===== src/design/lru_pkg.sv =====
`default_nettype none

package lru_pkg;

	localparam int PAGE_ID_W     = 16;
	localparam int SLOT_W        = 2;
	localparam int TOTAL_W       = 32;
	localparam int WAYS_DEF      = 4;
	localparam int PAGE_BITS_DEF = 16;

	localparam logic [TOTAL_W-1:0] TOTAL_MAX = '1;

	typedef struct packed {
		logic [PAGE_ID_W-1:0] page_id;
		logic                 last_in_sequence;
	} in_item_t;

	typedef struct packed {
		logic                 hit;
		logic [SLOT_W-1:0]    slot;
		logic [TOTAL_W-1:0]   hit_total;
		logic [TOTAL_W-1:0]   miss_total;
		logic                 sequence_done;
	} out_item_t;

	// commands from the controller to the datapath
	typedef struct packed {
		logic load;
		logic exec;
	} dp_cmd_t;

	typedef enum logic {
		ST_IDLE,
		ST_EXEC
	} lru_state_t;

endpackage

`default_nettype wire


===== src/design/lru_page_replacement.sv =====
`default_nettype none

// lru page replacement list: keeps WAYS resident page numbers in recency order,
// front is most recently used. a request transaction is taken at a clock edge
// where start is high and busy is low; the request is captured, then a parallel
// compare against all valid entries, insertion and move-to-front follows (busy
// high), and the result appears on rsp with done high for exactly one cycle
// right after. the receiver cannot stall, so sample rsp whenever done is high.
// a new request may be started in the same cycle the result is shown, but the
// controller takes none during its update step. hit and miss totals saturate;
// last_in_sequence empties the list and clears the totals once its own result
// is formed.
module lru_page_replacement
	import lru_pkg::*;
#(
	parameter int WAYS      = WAYS_DEF,
	parameter int PAGE_BITS = PAGE_BITS_DEF
) (
	input  wire logic     clk,
	input  wire logic     arst_n,
	input  wire logic     start,
	output logic          busy,
	input  wire in_item_t req,
	output logic          done,
	output out_item_t     rsp
);

	// command bundle from controller to datapath
	dp_cmd_t cmd;

	// controller: capture on start, then the update state
	lru_ctrl u_ctrl (
		.clk    (clk),
		.arst_n (arst_n),
		.start  (start),
		.busy   (busy),
		.cmd    (cmd)
	);

	// datapath: list, valid marks, fill level, totals and result register
	lru_dp #(
		.WAYS      (WAYS),
		.PAGE_BITS (PAGE_BITS)
	) u_dp (
		.clk    (clk),
		.arst_n (arst_n),
		.cmd    (cmd),
		.req    (req),
		.done   (done),
		.rsp    (rsp)
	);

`ifndef ASSERT_OFF
	// result strobe never overlaps the update cycle
	a_done_not_busy: assert property (@(posedge clk) disable iff (!arst_n)
		done |-> !busy)
		else $error("result strobe during update cycle");

	// an accepted transaction goes straight into the update cycle
	a_accept_to_busy: assert property (@(posedge clk) disable iff (!arst_n)
		(start && !busy) |=> (busy && !done))
		else $error("accepted transaction did not enter update");

	// every update cycle yields exactly one result on the next cycle
	a_busy_to_done: assert property (@(posedge clk) disable iff (!arst_n)
		busy |=> (done && !busy))
		else $error("update cycle without result");
`endif

endmodule

`default_nettype wire


===== src/design/lru_ctrl.sv =====
`default_nettype none

module lru_ctrl
	import lru_pkg::*;
(
	input  wire logic    clk,
	input  wire logic    arst_n,
	input  wire logic    start,
	output logic         busy,
	output dp_cmd_t      cmd
);

	lru_state_t state_q;
	lru_state_t state_d;

	always_ff @(posedge clk or negedge arst_n) begin
		if (!arst_n) begin
			state_q <= ST_IDLE;
		end else begin
			state_q <= state_d;
		end
	end

	always_comb begin
		state_d  = state_q;
		busy     = 1'b0;
		cmd.load = 1'b0;
		cmd.exec = 1'b0;
		unique case (state_q)
			ST_IDLE: begin
				if (start) begin
					cmd.load = 1'b1;
					state_d  = ST_EXEC;
				end
			end
			ST_EXEC: begin
				busy     = 1'b1;
				cmd.exec = 1'b1;
				state_d  = ST_IDLE;
			end
			default: begin
				state_d = ST_IDLE;
			end
		endcase
	end

endmodule

`default_nettype wire


===== src/design/lru_dp.sv =====
`default_nettype none

module lru_dp
	import lru_pkg::*;
#(
	parameter int WAYS      = WAYS_DEF,
	parameter int PAGE_BITS = PAGE_BITS_DEF
) (
	input  wire logic     clk,
	input  wire logic     arst_n,
	input  wire dp_cmd_t  cmd,
	input  wire in_item_t req,
	output logic          done,
	output out_item_t     rsp
);

	localparam int PW = $clog2(WAYS);
	localparam int FW = $clog2(WAYS + 1);

	in_item_t                    req_q;
	logic [WAYS-1:0][PAGE_BITS-1:0] page_q;
	logic [WAYS-1:0]             valid_q;
	logic [FW-1:0]               fill_q;
	logic [TOTAL_W-1:0]          hit_cnt_q;
	logic [TOTAL_W-1:0]          miss_cnt_q;
	logic                        done_q;
	out_item_t                   rsp_q;

	logic [PAGE_ID_W+PAGE_BITS-1:0] ext_w;
	logic [PAGE_BITS-1:0]        page_w;
	logic [WAYS-1:0]             match_w;
	logic                        found_w;
	logic                        full_w;
	logic [PW-1:0]               hit_pos_w;
	logic [PW-1:0]               miss_pos_w;
	logic [PW-1:0]               pos_w;
	logic [PW+SLOT_W-1:0]        pos_ext_w;
	logic [WAYS-1:0][PAGE_BITS-1:0] page_nx;
	logic [WAYS-1:0]             valid_nx;
	logic [FW-1:0]               fill_nx;
	logic [TOTAL_W-1:0]          hit_nx;
	logic [TOTAL_W-1:0]          miss_nx;

	assign ext_w  = {{PAGE_BITS{1'b0}}, req_q.page_id};
	assign page_w = ext_w[PAGE_BITS-1:0];

	// parallel tag compare, highest matching position wins
	always_comb begin
		hit_pos_w = '0;
		for (int i = 0; i < WAYS; i++) begin
			match_w[i] = valid_q[i] && (page_q[i] == page_w);
			if (match_w[i]) begin
				hit_pos_w = PW'(i);
			end
		end
	end

	assign found_w    = |match_w;
	assign full_w     = (fill_q == FW'(WAYS));
	assign miss_pos_w = full_w ? PW'(WAYS - 1) : fill_q[PW-1:0];
	assign pos_w      = found_w ? hit_pos_w : miss_pos_w;
	assign pos_ext_w  = {{SLOT_W{1'b0}}, pos_w};

	// move touched entry to the front, entries ahead of it shift back
	always_comb begin
		page_nx[0]  = page_w;
		valid_nx[0] = 1'b1;
		for (int i = 1; i < WAYS; i++) begin
			if (PW'(i) <= pos_w) begin
				page_nx[i]  = page_q[i-1];
				valid_nx[i] = valid_q[i-1];
			end else begin
				page_nx[i]  = page_q[i];
				valid_nx[i] = valid_q[i];
			end
		end
	end

	assign fill_nx = (found_w || full_w) ? fill_q : fill_q + FW'(1);
	assign hit_nx  = (found_w && hit_cnt_q != TOTAL_MAX) ? hit_cnt_q + TOTAL_W'(1)
		: hit_cnt_q;
	assign miss_nx = (!found_w && miss_cnt_q != TOTAL_MAX) ? miss_cnt_q + TOTAL_W'(1)
		: miss_cnt_q;

	always_ff @(posedge clk or negedge arst_n) begin
		if (!arst_n) begin
			valid_q    <= '0;
			fill_q     <= '0;
			hit_cnt_q  <= '0;
			miss_cnt_q <= '0;
			done_q     <= 1'b0;
		end else begin
			done_q <= cmd.exec;
			if (cmd.exec) begin
				if (req_q.last_in_sequence) begin
					valid_q    <= '0;
					fill_q     <= '0;
					hit_cnt_q  <= '0;
					miss_cnt_q <= '0;
				end else begin
					valid_q    <= valid_nx;
					fill_q     <= fill_nx;
					hit_cnt_q  <= hit_nx;
					miss_cnt_q <= miss_nx;
				end
			end
		end
	end

	always_ff @(posedge clk) begin
		if (cmd.load) begin
			req_q <= req;
		end
		if (cmd.exec) begin
			page_q              <= page_nx;
			rsp_q.hit           <= found_w;
			rsp_q.slot          <= pos_ext_w[SLOT_W-1:0];
			rsp_q.hit_total     <= hit_nx;
			rsp_q.miss_total    <= miss_nx;
			rsp_q.sequence_done <= req_q.last_in_sequence;
		end
	end

	assign done = done_q;
	assign rsp  = rsp_q;

endmodule

`default_nettype wire


===== config.mk =====
export PLATFORM = sky130hd
export DESIGN_NAME = lru_page_replacement
export DESIGN_NICKNAME = d
export VERILOG_FILES = /design/src/design/lru_pkg.sv /design/src/design/lru_page_replacement.sv /design/src/design/lru_ctrl.sv /design/src/design/lru_dp.sv
export SDC_FILE = /design/constraint.sdc
export NUM_CORES = 1
export LEC_CHECK = 0
export ABC_AREA = 1
export BUFFER_PORTS_ARGS = -buffer_cell sky130_fd_sc_hd__clkbuf_2
export CAP_MARGIN = 20
export CELL_PAD_IN_SITES_DETAIL_PLACEMENT = 2
export CELL_PAD_IN_SITES_GLOBAL_PLACEMENT = 2
export CORE_ASPECT_RATIO = 1.4
export CORE_MARGIN = 2
export CORE_UTILIZATION = 25
export CTS_CLUSTER_DIAMETER = 50
export CTS_CLUSTER_SIZE = 28
export DETAILED_ROUTE_END_ITERATION = 8
export GPL_ROUTABILITY_DRIVEN = 0
export HOLD_SLACK_MARGIN = 0.1
export MAX_ROUTING_LAYER = met4
export PLACE_DENSITY = 0.63
export SYNTH_ARGS = -nofsm -noshare
export SYNTH_HDL_FRONTEND = slang
export SYNTH_SLANG_ARGS = --single-unit

===== constraint.sdc =====
create_clock -name clk -period 6 [get_ports clk]
set_clock_uncertainty 0.05 [all_clocks]
set_input_delay 1.2 -clock clk [delete_from_list [all_inputs] [get_ports clk]]
set_output_delay 1.2 -clock clk [all_outputs]
set_load 0.02 [all_outputs]

==> metrics.md <==
| Metric | Value |
|---|---|
| Status | complete, no violations |
| Cts bufs inserted | 27 |
| Clock power share | about 45% |
| GR Util met1 | about a fifth |
| Worst-Skew Late Latency | about 0.58 ns |
| Worst vdd ir | roughly 240 uV |
| Synth Net Count | roughly 1600 |
| Fin. max-slew vios | 0 |
| Crit path launch type | flip-flop |
| Tmin final | roughly 3.8 ns |
| DRC Markers | 0 |
| CTS tree | built |
| RSZ-0062 raised after global routing | no |
| Max_slew headroom | between 30% and 40% |
| Starting density of the core | 25.3% |
| M2 GR Usage | about a third |
| DR WL/cell | between 15 and 20 um |
| Vias post-DR | about 11000 |
| Post-DP HPWL | approximately 33000 um |
| Die Y | approximately 270 um |
| CP arrival | approximately 4.3 ns |
| Synthesized instance count | ~1600 |
| Clock transition at the registers of the reported paths | approximately 0.070 ns |
| Crit path max fanout | 30 |
| WL final | ~44000 um |
| H-tree levels | 1 |
| Root Buffer | clkbuf_16 |
| Max Cap Viol | 0 |
| Post-Synth Simple-Gate Area | between 30% and 40% |
| Drt pass-1 iters | 4 |
| CP endpoint kind | flip-flop |
| Xor and xnor area share after synthesis | around 4.8% |
| TritonCTS Sinks | between 200 and 250 |
| Sequential power share | a little under half |
| Combinational power share | slightly above 8% |
| DP Area | 0.0135 sq mm |
| Hold WC Path Type | flip-flop to flip-flop |
| Largest net degree at the start of global routing | 68 |
| Final Util | between 20% and 30% |
| Iteration-0 DRC count of the detailed router | 338 |
| Switching Share | between 20 and 30% |
| IO Port Bufs | 89 |
| Die area | ~0.052 sq mm |
| Setup repair bufs after CTS | 0 |
| Global-route met3 utilization | 1.87% |
| Adder-Cell Fraction of Synth Area | less than 1% |
| Final ANT Viol Nets | 0 |
| Layout cells sized above 1 | between 10% and 20% |
| I/O pins | 90 |
| Final setup viols | 0 |
| Synth area leader | edfxtp_1 |
| Hold buffers post-CTS | 0 |
| Largest family of logic cells by synthesized area | simple AND/OR/NAND/NOR gates |
| Vias in the first global route | 11600 |
| Die Wd | between 150 and 200 um |
| Mapped Area | between 0.01 and 0.015 sq mm |
| Bufs on Longest Clock Path | 3 |
| Power Density | 263 mW/mm^2 |
| Static Leakage | just under 7 nW |
| Design area | 0.0144 sq mm |
| NumNets Final | ~1700 |
| Largest cells by area after synthesis | edfxtp_1 (36%), nand2_1 (20%), dfrtp_1 (15%) |
| Global-route wire length before repair | about 70000 um |
| Vias/cell | approximately 4.6 |
| Mux contribution to synthesized area | 0% |
| Final period utilization | 64.1% |
| Worst-Margin Slew | 1.01 ns |
| Register area share after synthesis | between 50 and 60% |
| Post-synthesis compound-gate area fraction | 0.483% |
| GR peak layer | met2 |
| Synthesis-to-layout area growth | 15.7% |
| Net Sw Power | ~1.1 mW |
| CTS resizes | 0 |
| Core area | 0.0491 sq mm |
| Fin. Hold Viols | 0 |
| Total track usage | a little under a fifth |
| Avg Cell Area, Syn | 7.91 sq um |
| Required time worst endpoint | roughly 6.5 ns |
| Grt total ovfl | 0 |
| Synth top area share | 36.0% |
| Seq cells post-synth | approximately 220 |
| Final Non-Filler Cells | around 2300 |
| Synth warnings | 0 |
| TNS Setup | 0 ns |
| FMAX | between 200 and 300 MHz |
| Row count | between 90 and 100 |
| Placed Cells | approximately 2300 |
| Critical path class | flip-flop to flip-flop |
| Synth cell types | 31 |
| Total internal power | roughly 2.7 mW |
| Initial antenna violation count | 0 |
[power by group through the flow]
stage	Clock (mW)	Sequential (mW)	Combinational, mW
6_report	1.70	1.77	0.313
3_5_place_dp	0	1.80	0.322
3_3_place_gp	0	1.80	0.316
2_1_floorplan	0	1.81	0.156
4_1_cts	1.77	1.77	0.323
5_1_grt	1.82	1.78	0.350
[final cells by class]
cell class / instances / area (sq um)
fillers: 5695 / 34700
diodes: 1 / 2.50
repair buffers: 97 / 508
flip-flops and latches: 222 / 6300
clock buffers: 28 / 679
multi-input cells: 1146 / 5270
clock inverters: 22 / 224
inverters: 162 / 608
well taps: 637 / 797
[layer usage]
| metal | wire length, um | share of wire (%) |
|---|---|---|
| met5 | 0 | 0 |
| met4 | 1310 | 3.0 |
| met3 | 960 | 2.2 |
| met2 | 24000 | 54 |
| met1 | 17900 | 40 |
[state kept, by name (all words and copies together) (netlist names), 3 cells and up]
| signal | count |
|---|---|
| u_dp.rsp | 68 |
| u_dp.page_q | 64 |
| u_dp.hit_cnt_q | 32 |
| u_dp.miss_cnt_q | 32 |
| u_dp.page_w | 16 |
| u_dp.valid_q | 4 |
| u_dp.fill_q | 3 |
[critical path, stage by stage, from the launching register on]
cell and delay, ns:
edfxtp_1 0.51, inv_1 0.19, nand2_1 0.19, nand2_1 0.12, nor2_1 0.04, nand2_1 0.06
nor2_1 0.05, nand3_1 0.20, nand4_2 0.77, nand2_1 0.89, buf_4 0.37, nand2_2 0.06
nand2_1 0.11, nand2_1 0.07, nand2_1 0.08
[synth_stat cells]
master,instances
nand2_1,663
nor2_1,167
inv_1,151
edfxtp_1,149
nand3_1,86
dfrtp_1,73
nand2_2,44
xor2_1,43
nor3_1,32
nand3b_1,29
xnor2_1,25
nand4_1,20
buf_2,13
clkbuf_1,13
inv_2,11
buf_4,7
buf_6,6
o21ai_0,6
and2_1,5
nor2_4,5
ha_1,4
a21oi_1,3
nand3_2,3
nand3_4,3
nand4_2,3
nor3b_1,3
buf_1,2
a21o_1,1
buf_12,1
buf_8,1
o21a_1,1
[placed cells by master (no fill, tap or decap), types with 3 or more instances in the layout]
cell type	count
inv_6	6
nand3b_1	29
buf_4	9
nand3_2	3
nand3_4	3
inv_2	12
clkbuf_16	27
nand2_1	663
a21oi_1	3
nand4_2	3
nor2_4	6
xnor2_1	25
edfxtp_1	149
ha_1	4
nor3_1	32
xor2_1	43
inv_8	8
nor3b_1	3
inv_1	150
o21ai_0	6
dfrtp_1	72
and2_1	5
nand2_2	44
nor2_1	165
clkinv_2	3
nand4_1	20
clkbuf_2	88
nand3_1	86
[cell families (layout without fill, tap and decap cells)]
logic type / count (synthesis) / in the layout
simple gates: 1063 / 1063
buf+inv: 205 / 309
compound gates: 11 / 11
fa+ha+maj: 4 / 4
xor+xnor: 68 / 68
flops: 222 / 222
other cells: 0 / 1
[path summary, 6_finish.rpt]
kind | startpoint | end | slack, ns | cells after the start
max in group asynchronous | arst_n | u_dp.hit_cnt_q[11] | 4.32 | 2
min in group asynchronous | arst_n | u_dp.miss_cnt_q[15] | 0.50 | 1
hold reg to reg | u_dp.page_q[10] | u_dp.page_q[26] | 0.43 | 0
setup reg to reg | u_dp.page_w[2] | u_dp.hit_cnt_q[23] | 2.15 | 14
hold / removal | u_dp.page_q[10] | u_dp.page_q[26] | 0.43 | 0
setup / recovery | u_dp.page_w[2] | u_dp.hit_cnt_q[23] | 2.15 | 14
[metrics by stage]
stage          hold WS, ns  total power, mW  worst slack, ns
6_report             0.429             3.78             2.15
5_1_grt              0.442             3.95             1.77
4_1_cts              0.429             3.86             2.04
3_5_place_dp         0.418             2.12             2.05
3_3_place_gp         0.404             2.11             2.10
2_1_floorplan        0.378             1.97             1.58
Note: power is estimated with default switching activity, not from simulation.
